<file path="src/knms_pkg.sv">
package knms_pkg;

   // Field widths fixed by the item format
   localparam int DIST_BITS      = 21;
   localparam int KEPT_BITS      = 4;
   localparam int CSR_INDEX_BITS = 2;
   localparam int CSR_DATA_BITS  = DIST_BITS;

   // Defaults for the top-level parameters
   localparam int MAX_NEIGHBORS_DEF = 8;
   localparam int INDEX_BITS_DEF    = 10;

   // Register reset values
   localparam logic [DIST_BITS-1:0] DISTANCE_LIMIT_RESET = DIST_BITS'(40000);
   localparam logic [KEPT_BITS-1:0] NEIGHBORS_KEPT_RESET = KEPT_BITS'(5);

   // Register indexes
   localparam logic [CSR_INDEX_BITS-1:0] CSR_DISTANCE_LIMIT = CSR_INDEX_BITS'(0);
   localparam logic [CSR_INDEX_BITS-1:0] CSR_NEIGHBORS_KEPT = CSR_INDEX_BITS'(1);

   // Controller states
   typedef enum logic [1:0] {
      ST_IDLE,
      ST_SCAN,
      ST_UPDATE,
      ST_EMIT
   } knms_state_type;

   // Controller to datapath
   typedef struct packed {
      logic load_item;
      logic scan_step;
      logic replace;
      logic emit_step;
   } knms_cmd_type;

   // Datapath to controller
   typedef struct packed {
      logic over_limit;
      logic scan_done;
      logic scan_hit;
      logic end_flag;
      logic any_filled;
      logic out_free;
   } knms_status_type;

endpackage

</file>
<file path="src/knms_if.sv">
// Candidate stream channel
interface knms_req_if
   import knms_pkg::*;
#(
   parameter int INDEX_BITS = INDEX_BITS_DEF
) ();
   logic                  valid;
   logic                  ready;
   logic [INDEX_BITS-1:0] query_index;
   logic [INDEX_BITS-1:0] candidate_index;
   logic [DIST_BITS-1:0]  pair_distance;
   logic                  end_of_candidates;

   modport source (
      output valid, query_index, candidate_index, pair_distance, end_of_candidates,
      input  ready
   );
   modport sink (
      input  valid, query_index, candidate_index, pair_distance, end_of_candidates,
      output ready
   );
endinterface

// Match result channel
interface knms_rsp_if
   import knms_pkg::*;
#(
   parameter int INDEX_BITS = INDEX_BITS_DEF
) ();
   logic                  valid;
   logic                  ready;
   logic [INDEX_BITS-1:0] match_query;
   logic [INDEX_BITS-1:0] match_candidate;
   logic [DIST_BITS-1:0]  match_distance;
   logic                  last_match;

   modport source (
      output valid, match_query, match_candidate, match_distance, last_match,
      input  ready
   );
   modport sink (
      input  valid, match_query, match_candidate, match_distance, last_match,
      output ready
   );
endinterface

</file>
<file path="src/knms_ctrl.sv">
module knms_ctrl
   import knms_pkg::*;
(
   input  logic            clock,
   input  logic            reset,
   input  logic            req_valid,
   output logic            req_ready,
   input  knms_status_type status,
   output knms_cmd_type    cmd
);

   knms_state_type state_ff;
   knms_state_type state_in;
   knms_state_type finish_state;

   // After the item is handled: emit on the flagged item, else wait for the next one
   assign finish_state = status.end_flag ? ST_EMIT : ST_IDLE;

   // Next state
   always_comb begin
      state_in = state_ff;
      unique case (state_ff)
         ST_IDLE: begin
            if (req_valid) state_in = ST_SCAN;
         end
         ST_SCAN: begin
            if (status.over_limit)     state_in = finish_state;
            else if (status.scan_done) state_in = ST_UPDATE;
            else if (status.scan_hit)  state_in = finish_state;
         end
         ST_UPDATE: begin
            state_in = finish_state;
         end
         ST_EMIT: begin
            if (!status.any_filled) state_in = ST_IDLE;
         end
         default: state_in = ST_IDLE;
      endcase
   end

   // Outputs
   always_comb begin
      req_ready = 1'b0;
      cmd       = '0;
      unique case (state_ff)
         ST_IDLE: begin
            req_ready     = 1'b1;
            cmd.load_item = req_valid;
         end
         ST_SCAN: begin
            cmd.scan_step = !status.over_limit && !status.scan_done;
         end
         ST_UPDATE: begin
            cmd.replace = 1'b1;
         end
         ST_EMIT: begin
            cmd.emit_step = status.any_filled && status.out_free;
         end
         default: begin
            req_ready = 1'b0;
         end
      endcase
   end

   always_ff @(posedge clock) begin
      if (reset) begin
         state_ff <= ST_IDLE;
      end else begin
         state_ff <= state_in;
      end
   end

endmodule

</file>
<file path="src/knms_datapath.sv">
module knms_datapath
   import knms_pkg::*;
#(
   parameter int MAX_NEIGHBORS = MAX_NEIGHBORS_DEF,
   parameter int INDEX_BITS    = INDEX_BITS_DEF
) (
   input  logic                      clock,
   input  logic                      reset,
   // config
   input  logic                      csr_write_enable,
   input  logic [CSR_INDEX_BITS-1:0] csr_index,
   input  logic [CSR_DATA_BITS-1:0]  csr_write_data,
   // incoming item
   input  logic [INDEX_BITS-1:0]     in_query,
   input  logic [INDEX_BITS-1:0]     in_candidate,
   input  logic [DIST_BITS-1:0]      in_distance,
   input  logic                      in_end,
   // outgoing result
   output logic                      out_valid,
   input  logic                      out_ready,
   output logic [INDEX_BITS-1:0]     out_query,
   output logic [INDEX_BITS-1:0]     out_candidate,
   output logic [DIST_BITS-1:0]      out_distance,
   output logic                      out_last,
   // control
   input  knms_cmd_type              cmd,
   output knms_status_type           status
);

   localparam int SLOT_BITS  = (MAX_NEIGHBORS > 1) ? $clog2(MAX_NEIGHBORS) : 1;
   localparam int COUNT_BITS = $clog2(MAX_NEIGHBORS + 1);
   localparam int CMP_BITS   = (COUNT_BITS > KEPT_BITS) ? COUNT_BITS : KEPT_BITS;

   // Config registers
   logic [DIST_BITS-1:0] limit_ff;
   logic [KEPT_BITS-1:0] kept_ff;

   // Item under work
   logic [INDEX_BITS-1:0] query_ff;
   logic [INDEX_BITS-1:0] cand_ff;
   logic [DIST_BITS-1:0]  dist_ff;
   logic                  end_ff;

   // Slot store
   logic [MAX_NEIGHBORS-1:0] filled_ff;
   logic [MAX_NEIGHBORS-1:0] filled_in;
   logic [DIST_BITS-1:0]     slot_dist_ff [MAX_NEIGHBORS];
   logic [INDEX_BITS-1:0]    slot_cand_ff [MAX_NEIGHBORS];

   // Scan state
   logic [COUNT_BITS-1:0] idx_ff;
   logic [COUNT_BITS-1:0] idx_in;
   logic                  have_worst_ff;
   logic                  have_worst_in;
   logic [SLOT_BITS-1:0]  worst_slot_ff;
   logic [SLOT_BITS-1:0]  worst_slot_in;
   logic [DIST_BITS-1:0]  worst_dist_ff;
   logic [DIST_BITS-1:0]  worst_dist_in;

   // Output register
   logic                  out_valid_ff;
   logic                  out_valid_in;
   logic [INDEX_BITS-1:0] out_query_ff;
   logic [INDEX_BITS-1:0] out_cand_ff;
   logic [DIST_BITS-1:0]  out_dist_ff;
   logic                  out_last_ff;

   logic [CMP_BITS-1:0]      kept_ext;
   logic [CMP_BITS-1:0]      max_ext;
   logic [CMP_BITS-1:0]      usable_ext;
   logic [COUNT_BITS-1:0]    usable_count;
   logic [SLOT_BITS-1:0]     scan_slot;
   logic [SLOT_BITS-1:0]     emit_sel;
   logic [MAX_NEIGHBORS-1:0] emit_mask;
   logic                     others_filled;
   logic [SLOT_BITS-1:0]     rd_slot;
   logic [DIST_BITS-1:0]     rd_dist;
   logic [INDEX_BITS-1:0]    rd_cand;
   logic                     scan_hit;
   logic                     do_fill;
   logic                     do_replace;

   // Slot count in use, saturated at the store depth
   assign kept_ext     = CMP_BITS'(kept_ff);
   assign max_ext      = CMP_BITS'(MAX_NEIGHBORS);
   assign usable_ext   = (kept_ext > max_ext) ? max_ext : kept_ext;
   assign usable_count = COUNT_BITS'(usable_ext);

   assign scan_slot = idx_ff[SLOT_BITS-1:0];
   assign scan_hit  = !filled_ff[scan_slot];

   // Lowest filled slot goes out first
   always_comb begin
      emit_sel = '0;
      for (int i = MAX_NEIGHBORS - 1; i >= 0; i--) begin
         if (filled_ff[i]) emit_sel = SLOT_BITS'(i);
      end
      emit_mask           = '0;
      emit_mask[emit_sel] = 1'b1;
      others_filled       = |(filled_ff & ~emit_mask);
   end

   // Single slot read port, shared by scan and emit
   assign rd_slot = cmd.emit_step ? emit_sel : scan_slot;
   assign rd_dist = slot_dist_ff[rd_slot];
   assign rd_cand = slot_cand_ff[rd_slot];

   assign do_fill    = cmd.scan_step && scan_hit;
   assign do_replace = cmd.replace && have_worst_ff && (dist_ff < worst_dist_ff);

   // Status back to the controller
   always_comb begin
      status.over_limit = dist_ff > limit_ff;
      status.scan_done  = idx_ff >= usable_count;
      status.scan_hit   = scan_hit;
      status.end_flag   = end_ff;
      status.any_filled = |filled_ff;
      status.out_free   = !out_valid_ff || out_ready;
   end

   // Scan counter and running largest distance
   always_comb begin
      idx_in        = idx_ff;
      have_worst_in = have_worst_ff;
      worst_slot_in = worst_slot_ff;
      worst_dist_in = worst_dist_ff;
      if (cmd.load_item) begin
         idx_in        = '0;
         have_worst_in = 1'b0;
      end else if (cmd.scan_step && !scan_hit) begin
         idx_in = idx_ff + COUNT_BITS'(1);
         if (!have_worst_ff || rd_dist > worst_dist_ff) begin
            have_worst_in = 1'b1;
            worst_slot_in = scan_slot;
            worst_dist_in = rd_dist;
         end
      end
   end

   // Filled bits: set on fill, cleared as each slot goes out
   always_comb begin
      filled_in = filled_ff;
      if (do_fill) filled_in[scan_slot] = 1'b1;
      if (cmd.emit_step) filled_in[emit_sel] = 1'b0;
   end

   // Output register valid
   always_comb begin
      out_valid_in = out_valid_ff;
      if (cmd.emit_step)     out_valid_in = 1'b1;
      else if (out_ready)    out_valid_in = 1'b0;
   end

   // Control state
   always_ff @(posedge clock) begin
      if (reset) begin
         limit_ff      <= DISTANCE_LIMIT_RESET;
         kept_ff       <= NEIGHBORS_KEPT_RESET;
         filled_ff     <= '0;
         out_valid_ff  <= 1'b0;
         idx_ff        <= '0;
         have_worst_ff <= 1'b0;
      end else begin
         filled_ff     <= filled_in;
         out_valid_ff  <= out_valid_in;
         idx_ff        <= idx_in;
         have_worst_ff <= have_worst_in;
         if (csr_write_enable) begin
            case (csr_index)
               CSR_DISTANCE_LIMIT: limit_ff <= csr_write_data[DIST_BITS-1:0];
               CSR_NEIGHBORS_KEPT: kept_ff  <= csr_write_data[KEPT_BITS-1:0];
               default: ;
            endcase
         end
      end
   end

   // Payload registers
   always_ff @(posedge clock) begin
      worst_slot_ff <= worst_slot_in;
      worst_dist_ff <= worst_dist_in;
      if (cmd.load_item) begin
         query_ff <= in_query;
         cand_ff  <= in_candidate;
         dist_ff  <= in_distance;
         end_ff   <= in_end;
      end
      if (do_fill) begin
         slot_dist_ff[scan_slot] <= dist_ff;
         slot_cand_ff[scan_slot] <= cand_ff;
      end else if (do_replace) begin
         slot_dist_ff[worst_slot_ff] <= dist_ff;
         slot_cand_ff[worst_slot_ff] <= cand_ff;
      end
      if (cmd.emit_step) begin
         out_query_ff <= query_ff;
         out_cand_ff  <= rd_cand;
         out_dist_ff  <= rd_dist;
         out_last_ff  <= !others_filled;
      end
   end

   assign out_valid     = out_valid_ff;
   assign out_query     = out_query_ff;
   assign out_candidate = out_cand_ff;
   assign out_distance  = out_dist_ff;
   assign out_last      = out_last_ff;

endmodule

</file>
<file path="src/k_nearest_match_selector_unit.sv">
// K-nearest match selector. Takes (query, candidate, distance) beats, keeps the
// neighbors_kept smallest distances not above distance_limit in a slot store of
// MAX_NEIGHBORS entries, and on the beat flagged end_of_candidates sends every
// kept match in slot order, the final one with last_match set. The block takes
// a candidate beat while idle, then the controller walks the slot store one slot
// per cycle through a single read port, sees the end of the walk and does the
// replacement write; a distance over the limit or a free slot ends the walk
// early. At the end of a query the store drains one match per cycle while the
// result side takes beats, then the controller returns to idle. The result
// register lets the next candidate be taken while the last match waits.
module k_nearest_match_selector_unit
   import knms_pkg::*;
#(
   parameter int MAX_NEIGHBORS = MAX_NEIGHBORS_DEF,
   parameter int INDEX_BITS    = INDEX_BITS_DEF
) (
   input  logic                      clock,
   input  logic                      reset,
   knms_req_if.sink                  req,
   knms_rsp_if.source                rsp,
   input  logic                      csr_write_enable,
   input  logic [CSR_INDEX_BITS-1:0] csr_index,
   input  logic [CSR_DATA_BITS-1:0]  csr_write_data
);

   knms_cmd_type    cmd;
   knms_status_type status;

   // Sequencer
   knms_ctrl u_ctrl (
      .clock     (clock),
      .reset     (reset),
      .req_valid (req.valid),
      .req_ready (req.ready),
      .status    (status),
      .cmd       (cmd)
   );

   // Slot store, compare and result register
   knms_datapath #(
      .MAX_NEIGHBORS (MAX_NEIGHBORS),
      .INDEX_BITS    (INDEX_BITS)
   ) u_datapath (
      .clock            (clock),
      .reset            (reset),
      .csr_write_enable (csr_write_enable),
      .csr_index        (csr_index),
      .csr_write_data   (csr_write_data),
      .in_query         (req.query_index),
      .in_candidate     (req.candidate_index),
      .in_distance      (req.pair_distance),
      .in_end           (req.end_of_candidates),
      .out_valid        (rsp.valid),
      .out_ready        (rsp.ready),
      .out_query        (rsp.match_query),
      .out_candidate    (rsp.match_candidate),
      .out_distance     (rsp.match_distance),
      .out_last         (rsp.last_match),
      .cmd              (cmd),
      .status           (status)
   );

endmodule

</file>
<file path="src/flat_wrapper.sv">
// flat-port wrapper written by rule: the top's interface ports become plain ports
module k_nearest_match_selector_unit_flat import knms_pkg::*;
#(
   parameter int MAX_NEIGHBORS = MAX_NEIGHBORS_DEF,
   parameter int INDEX_BITS    = INDEX_BITS_DEF
)
  (clock, reset, csr_write_enable, csr_index, csr_write_data, req_valid, req_query_index, req_candidate_index, req_pair_distance, req_end_of_candidates, req_ready, rsp_valid, rsp_match_query, rsp_match_candidate, rsp_match_distance, rsp_last_match, rsp_ready);
  knms_req_if #(.INDEX_BITS(INDEX_BITS)) req_i ();
  knms_rsp_if #(.INDEX_BITS(INDEX_BITS)) rsp_i ();
  input  logic clock;
  input  logic reset;
  input  logic csr_write_enable;
  input  logic [CSR_INDEX_BITS-1:0] csr_index;
  input  logic [CSR_DATA_BITS-1:0] csr_write_data;
  input wire logic [$bits(req_i.valid)-1:0] req_valid;
  input wire logic [$bits(req_i.query_index)-1:0] req_query_index;
  input wire logic [$bits(req_i.candidate_index)-1:0] req_candidate_index;
  input wire logic [$bits(req_i.pair_distance)-1:0] req_pair_distance;
  input wire logic [$bits(req_i.end_of_candidates)-1:0] req_end_of_candidates;
  output wire logic [$bits(req_i.ready)-1:0] req_ready;
  output wire logic [$bits(rsp_i.valid)-1:0] rsp_valid;
  output wire logic [$bits(rsp_i.match_query)-1:0] rsp_match_query;
  output wire logic [$bits(rsp_i.match_candidate)-1:0] rsp_match_candidate;
  output wire logic [$bits(rsp_i.match_distance)-1:0] rsp_match_distance;
  output wire logic [$bits(rsp_i.last_match)-1:0] rsp_last_match;
  input wire logic [$bits(rsp_i.ready)-1:0] rsp_ready;
  assign req_i.valid = req_valid;
  assign req_i.query_index = req_query_index;
  assign req_i.candidate_index = req_candidate_index;
  assign req_i.pair_distance = req_pair_distance;
  assign req_i.end_of_candidates = req_end_of_candidates;
  assign req_ready = req_i.ready;
  assign rsp_valid = rsp_i.valid;
  assign rsp_match_query = rsp_i.match_query;
  assign rsp_match_candidate = rsp_i.match_candidate;
  assign rsp_match_distance = rsp_i.match_distance;
  assign rsp_last_match = rsp_i.last_match;
  assign rsp_i.ready = rsp_ready;
  k_nearest_match_selector_unit #(.MAX_NEIGHBORS(MAX_NEIGHBORS), .INDEX_BITS(INDEX_BITS)) u_core (.clock(clock), .reset(reset), .req(req_i), .rsp(rsp_i), .csr_write_enable(csr_write_enable), .csr_index(csr_index), .csr_write_data(csr_write_data));
endmodule
</file>
<file path="config.mk">
export PLATFORM = sky130hd
export DESIGN_NAME = k_nearest_match_selector_unit_flat
export DESIGN_NICKNAME = d
export VERILOG_FILES = /design/src/knms_pkg.sv /design/src/knms_if.sv /design/src/knms_ctrl.sv /design/src/knms_datapath.sv /design/src/k_nearest_match_selector_unit.sv /design/src/flat_wrapper.sv
export SDC_FILE = /design/constraint.sdc
export NUM_CORES = 1
export LEC_CHECK = 0
export BUFFER_PORTS_ARGS = -buffer_cell sky130_fd_sc_hd__buf_2
export CORE_ASPECT_RATIO = 0.9
export CORE_MARGIN = 10
export CORE_UTILIZATION = 60
export CTS_CLUSTER_SIZE = 10
export DETAILED_ROUTE_END_ITERATION = 8
export GPL_TIMING_DRIVEN = 0
export PLACE_DENSITY = 0.9
export SETUP_SLACK_MARGIN = 0.3
export SLEW_MARGIN = 20
export SYNTH_ARGS = -nofsm -noshare
export SYNTH_HDL_FRONTEND = slang
export SYNTH_SLANG_ARGS = --single-unit
</file>
<file path="constraint.sdc">
create_clock -name clock -period 6.43 [get_ports clock]
set_input_delay 0.643 -clock clock [delete_from_list [all_inputs] [get_ports clock]]
set_output_delay 0.643 -clock clock [all_outputs]
set_load 0.05 [all_outputs]
</file>
# Word-level counts from Yosys, hierarchy flattened

Memory sizes are Yosys's and may differ from the RTL's. A register that Yosys moved wholly into a read port is not among the register bits.
Index checks and enable logic that the tools add are counted.

Flip-flop bits (word level): 139
RAM bits: 248
Input port bits: 70
Output and inout bits: 44
Memories kept: 2
Logic and storage cells: 112

Multiplexer cells: 43
Eq/ne operators: 7
Magnitude comparators: 9
Bitwise operators: 5
Reductions and logical operators: 29
$add $sub $neg: 1

Memories:

| name                           | depth | width | read ports | clocked after memory_dff | wr ports | RTL line            | text |
|---|---|---|---|---|---|---|---|
| u_core.u_datapath.slot_dist_ff | 8     | 21    | 1          | 0                        | 1        | knms_datapath.sv:47 | `logic [DIST_BITS-1:0] slot_dist_ff [MAX_NEIGHBORS];` |
| u_core.u_datapath.slot_cand_ff | 8     | 10    | 1          | 1                        | 1        | knms_datapath.sv:48 | `logic [INDEX_BITS-1:0] slot_cand_ff [MAX_NEIGHBORS];` |

Operators with widths:

| operator            | count |
|---|---|
| $gt 21x21->1        | 2 |
| $mux 3              | 11 |
| $lt 21x21->1        | 1 |
| $mux 21             | 1 |
| $reduce_or 21->1    | 1 |
| $mux 1              | 17 |
| $and 8x8->8         | 2 |
| $mux 8              | 2 |
| $reduce_or 8->1     | 2 |
| $mux 2              | 6 |
| $mux 10             | 1 |
| $reduce_or 10->1    | 1 |
| $logic_and 1x1->1   | 8 |
| $lt 3x4->1 const B  | 2 |
| $not 8->8           | 1 |
| $or 8x8->8          | 1 |
| $pmux 2 s4          | 1 |
| $demux 1 s3         | 2 |
| $ge 3x1->1 const B  | 2 |
| $logic_not 1->1     | 6 |
| $reduce_and 2->1    | 3 |
| $reduce_and 3->1    | 2 |
| $add 4x1->4 const B | 1 |
| $eq 2x1->1 const B  | 2 |
| other kinds (12)    | 16 |

# Logic depth before layout (Yosys ltp)

Depth after elaboration: 16
Mapped depth: 19
Mapped depth without buffers: 15

# Modules after synthesis

A second synthesis with hierarchy kept.

Cells, all modules: 1178
Area, all modules: 16733.5 µm²

Modules (own cells, without submodules):

| module        | cells an instance | seq. area each (µm²) | times used | area each (µm²) |
|---|---|---|---|---|
| knms_datapath | 1157              | 11471.0              | 1          | 16564.6 |
| knms_ctrl     | 21                | 40.0                 | 1          | 168.9 |

# Worst setup path before layout

OpenSTA, ideal clock, no wires.

Path kind: register -> register
Start point: register u_core.u_datapath.filled_ff[2]
End point: register u_core.u_datapath.worst_dist_ff[0] (enable)
Data required time: 5.992 ns
Setup slack: 0.766 ns
Setup time: 0.438 ns
Cell stages (with the launch flop): 16
Arrival: 5.226 ns
Period minus slack after synthesis: 5.664 ns
Buffers on the path: 4
Cells stage by stage: dfxtp_1 -> clkbuf_1 -> or4_1 -> buf_2 -> o2111ai_4 -> a21o_1 -> buf_6 -> buf_2 -> mux4_2 -> mux2_2 -> ha_1 -> and4_1 -> nand2_1 -> o211ai_1 -> a211oi_1 -> o21ai_0

Word-level cells in the longest chain between the ends: 8
Elaborated cells between the ends (all ways): 14
Those cells by class: order compare (1); mux (7); reduce/logical (5); memory (1)

RTL lines:

| element                                            | RTL line                                  | text |
|---|---|---|
| start: declaration                                 | knms_datapath.sv:45                       | `logic [MAX_NEIGHBORS-1:0] filled_ff;` |
| start signal: assignment                           | knms_datapath.sv:164                      | `filled_ff <= filled_in;` |
| $reduce_or 8->1 / $mux 3 (equally long branches)   | knms_datapath.sv:117, knms_datapath.sv:96 |  |
| $logic_and 1x1->1 / $mux 3 (equally long branches) | knms_ctrl.sv:57, knms_datapath.sv:96      |  |
| $mux 1 / $mux 3 (equally long branches)            | knms_ctrl.sv:45, knms_datapath.sv:96      |  |
| $mux 3 *                                           | knms_datapath.sv:104                      | `assign rd_slot = cmd.emit_step ? emit_sel : scan_slot;` |
| $mem_v2 8x21 *                                     | n/a                                       |  |
| net u_core.u_datapath.rd_dist[8]                   | knms_datapath.sv:77                       | `logic [DIST_BITS-1:0] rd_dist;` |
| $gt 21x21->1 *                                     | knms_datapath.sv:132                      | `if (!have_worst_ff \|\| rd_dist > worst_dist_ff) begin` |
| $logic_or 1x1->1 *                                 | knms_datapath.sv:132                      |  |
| $reduce_and 3->1 (no source line) *                | n/a                                       |  |
| end signal: assignment                             | knms_datapath.sv:181                      | `worst_dist_ff <= worst_dist_in;` |
| end: declaration                                   | knms_datapath.sv:57                       | `logic [DIST_BITS-1:0] worst_dist_ff;` |

The timed path passes the listed nets; every way through them passes the cells marked *. The select of a mux whose other input is x is not followed.
A chain may end at the register's enable or synchronous reset.

# Worst setup path in the final report

Start point: register u_core.u_datapath.filled_ff[0]
End point: register u_core.u_datapath.worst_dist_ff[7] (enable)

Word-level cells in the longest chain between the ends: 8
Elaborated cells between the ends (all ways): 12
Those cells by class: order compare (1); mux (5); reduce/logical (5); memory (1)

RTL lines:

| element                             | RTL line             | text |
|---|---|---|
| $reduce_or 8->1                     | knms_datapath.sv:117 | `status.any_filled = \|filled_ff;` |
| $logic_and 1x1->1                   | knms_ctrl.sv:57      | `cmd.emit_step = status.any_filled && status.out_free;` |
| $mux 1                              | knms_ctrl.sv:45      | `unique case (state_ff)` |
| $mux 3 *                            | knms_datapath.sv:104 |  |
| $mem_v2 8x21 *                      | n/a                  |  |
| net u_core.u_datapath.rd_dist[8]    | knms_datapath.sv:77  |  |
| $gt 21x21->1 *                      | knms_datapath.sv:132 |  |
| $logic_or 1x1->1 *                  | knms_datapath.sv:132 |  |
| $reduce_and 3->1 (no source line) * | n/a                  |  |

Marked as above.

==> reports/summary.txt <==
HP Start -> req_pair_distance[14]
CTS tree -> built
Skew final -> 0.01545 ns
Routed wire per std cell -> 26.16 µm
Sw Share -> 21.26%
Synth top area share -> 65.43%
Most used DFF post-synth -> edfxtp_1
Largest delay share family, worst path -> compound AO/OA/AOI/OAI gates
Port buffer count -> 112
Drt via density -> 6.678
Routed wire length -> 42.38 mm
Fin. max-slew vios -> 0
Overflow after GRT -> 0
First-pass GRT wire length -> 64.31 mm
# Max-Cap Violations -> 0
Post-layout util -> 71.15%
Share of power burned in combinational logic -> 4.7%
Hold Crit Class -> in2reg
Syn Nets -> 1205
CTS Hold Bufs -> 0
Largest stage delay on the critical path -> 0.67 ns
Unique masters post-synth -> 58
Die Ht -> 176.6 µm
Flop-to-flop setup slack -> 0.61 ns
Filler cell count -> 1465
Critical path buffers and inverters -> 5
Largest area contributor in the netlist -> edfxtp_1
Leakage power -> 0.006779 µW
CP required -> 6.72 ns
Row cnt -> 57
Unrepaired setup endpoints after global routing -> false
Core area -> 26890 µm²
Internal power -> 4308 µW
Critical path arrival -> 6.11 ns
Number of routed nets with antenna violations -> 0
Clock power share -> 41.2%
Synthesized instance count -> 1068
Detailed-router iteration count before antenna repair -> 6
Placement Setup Slack -> 0.6944 ns
Max Buffers Root-to-Sink -> 3
Hold EP -> u_core.u_datapath.dist_ff[14]
Area contributors post-synth -> edfxtp_1, mux4_2, ha_1
Vias -> 10820
Post-synthesis cell area -> 16340 µm²
Hold Path Stages -> 1
Setup violators final -> 0
Sequential area share after synthesis -> 70.45%
Clk root buf -> clkbuf_16
H-tree depth -> 2
Hpwl dp -> 26.57 mm
Count of flip-flops with a built-in enable after synthesis -> 356
Post-Syn Area per Cell -> 15.30 µm²
Final hold violation count -> 0
Peak supply drop -> 0.2062 mV
RD Place Congestion -> 0.9043
Status -> finished, final reports clean
Ys async rst share -> 0%
Reg2Reg Depth -> 17
Pwr dens -> 286.0 nW/µm²
Number of global-route vias before repair -> 10940
Most frequent cells in the layout -> edfxtp_1, nand2_1, buf_2, ha_1, inv_1
Number of synthesized register bits -> 397
Top-Level Pins -> 114
DIE WIDTH -> 193.9 µm
CP Max Fanout -> 21
Switching Power -> 1163 µW
Worst setup margin -> 0.6116 ns
CP startpoint -> u_core.u_datapath.filled_ff[0]
Largest net degree at the start of global routing -> 24
Crit Reg-Reg Endpoint -> u_core.u_datapath.worst_dist_ff[7]
Die Area -> 34240 µm²
Slew margin rel. -> 38.95%
Min Tclk post-route -> 5.818 ns
Ordered list of cells on the worst path -> clkbuf_1 -> or4_1 -> buf_2 -> o2111ai_4 -> a2111oi_1 -> a21o_1 -> buf_6 -> buf_2 -> mux4_2 -> mux2_2 -> ha_1 -> and4_1 -> a21oi_1 -> o211ai_1 -> a211oi_1 -> o21ai_4 -> buf_16
Reg clk slew, reported paths -> 0.05 ns
Worst-Margin Slew -> 0.9139 ns
GRT Util Overall -> 24.10%
Critical Path Source Type -> register
Initial core utilization -> 60.77%
Share of layout cells above drive strength 1 -> 21.19%
Antenna violations before repair -> 1
Area growth syn-to-layout -> 17.09%
Share of the clock period used by the worst path -> 90.49%
Critical Path End Type -> register
Peak Freq -> 171.9 MHz
CP max-delay cell -> a2111oi_1
Nets -> 1383
Synth warn -> 0
Kind of critical path -> reg2reg
Worst skew pair latency -> 0.54 ns
Drt drc -> 0
Worst r2r src -> u_core.u_datapath.filled_ff[0]
Drt initial violations -> 1995
Clock sink total -> 397
Most common cell after layout, fill and taps aside -> edfxtp_1
CP most frequent cell -> buf_2
Cts bufs inserted -> 45
Sequential Power Share -> 54.0%
-- cells in the mapped netlist (14+ instances only) --
master	instances
nor2_1	20
mux4_2	42
o21ai_0	19
a21oi_1	56
inv_1	56
nand4_1	14
ha_1	67
edfxtp_1	356
nand3_1	29
dfxtp_1	41
mux2_2	20
clkbuf_1	33
nand2_1	157
-- worst max path at each step --
stage,cells past startpoint,endpoint
CTS,17,u_core.u_datapath.worst_dist_ff[6]
global placement,14,u_core.u_datapath.worst_dist_ff[10]
floorplan,15,u_core.u_datapath.worst_dist_ff[0]
detailed placement,15,u_core.u_datapath.worst_dist_ff[9]
global route,18,u_core.u_datapath.worst_dist_ff[14]
finish,17,u_core.u_datapath.worst_dist_ff[7]
-- kinds of logic after synthesis --
family | after synthesis | synth area share [%]
AO/OA/AOI/OAI | 155 | 6.387
XOR/XNOR | 1 | 0.05362
adder cells (fa/ha/maj) | 67 | 5.131
buffers and inverters | 101 | 2.542
flip-flops | 397 | 70.45
multiplexers | 72 | 7.781
AND/OR/NAND/NOR | 275 | 7.650
-- what timing repair did --
action	in CTS	in global routing
endpoints found under the setup margin	0	21
setup buffers	0	0
resized for setup	0	2
-- power groups by stage --
| stage | Combinational [µW] | Sequential, µW | Clock, µW |
|---|---|---|---|
| 4_1_cts | 252 | 2950 | 2260 |
| 3_3_place_gp | 213 | 3000 | 0 |
| 5_1_grt | 281 | 2960 | 2360 |
| 3_5_place_dp | 243 | 3000 | 0 |
| 6_report | 258 | 2960 | 2260 |
| 2_1_floorplan | 147 | 2980 | 0 |
-- metrics by stage --
step / hold slack (ns) / total power (µW) / TNS (ns) / area, µm² / cells
2_1_floorplan: 0.4003 / 3127 / 0 / 16340 / 1068
3_3_place_gp: 0.4015 / 3217 / -61.56 / 17340 / 1534
3_5_place_dp: 0.4062 / 3248 / 0 / 17860 / 1553
4_1_cts: 0.2716 / 5462 / 0 / 19110 / 1619
5_1_grt: 0.2674 / 5599 / 0 / 19130 / 1620
6_report: 0.2712 / 5472 / 0 / 19130 / 1620
-- sequential cells by signal, indices dropped and copies added (netlist names) --
| signal | count |
|---|---|
| u_core.u_datapath.filled_ff | 8 |
| u_core.u_datapath.query_ff | 10 |
| u_core.u_datapath.out_valid | 1 |
| u_core.u_datapath.worst_slot_ff | 3 |
| u_core.u_datapath.out_last | 1 |
| u_core.u_datapath.idx_ff | 4 |
| u_core.u_datapath.worst_dist_ff | 21 |
| u_core.u_datapath.end_ff | 1 |
| u_core.u_datapath.dist_ff | 21 |
| u_core.u_ctrl.state_ff | 2 |
| u_core.u_datapath.limit_ff | 21 |
| u_core.u_datapath.cand_ff | 10 |
| u_core.u_datapath.have_worst_ff | 1 |
| u_core.u_datapath.slot_dist_ff | 168 |
| u_core.u_datapath.slot_cand_ff | 80 |
| u_core.u_datapath.out_query | 10 |
| u_core.u_datapath.out_distance | 21 |
| u_core.u_datapath.kept_ext | 4 |
| u_core.u_datapath.out_candidate | 10 |
-- metal layers --
metal	track usage (%)	vias to the layer above	routed length [µm]
li1	-	4456	-
met5	0	-	0
met3	4.759	209	5126
met1	31.10	5141	15250
met2	39.22	1012	20020
met4	10.83	0	1984
-- cell type report --
type / count / area [µm²] / share of cell area, %
Clock inverter: 1 / 8.758 / 0.04578
Sequential cell: 397 / 11510 / 60.17
Antenna cell: 1 / 2.502 / 0.01308
Multi-Input combinational cell: 570 / 4544 / 23.75
Inverter: 58 / 217.7 / 1.138
Buffer: 43 / 197.7 / 1.033
Tap cell: 354 / 442.9 / 2.315
Timing Repair Buffer: 131 / 962.2 / 5.029
Clock buffer: 65 / 1244 / 6.501
Power figures use the tool's default switching activity.
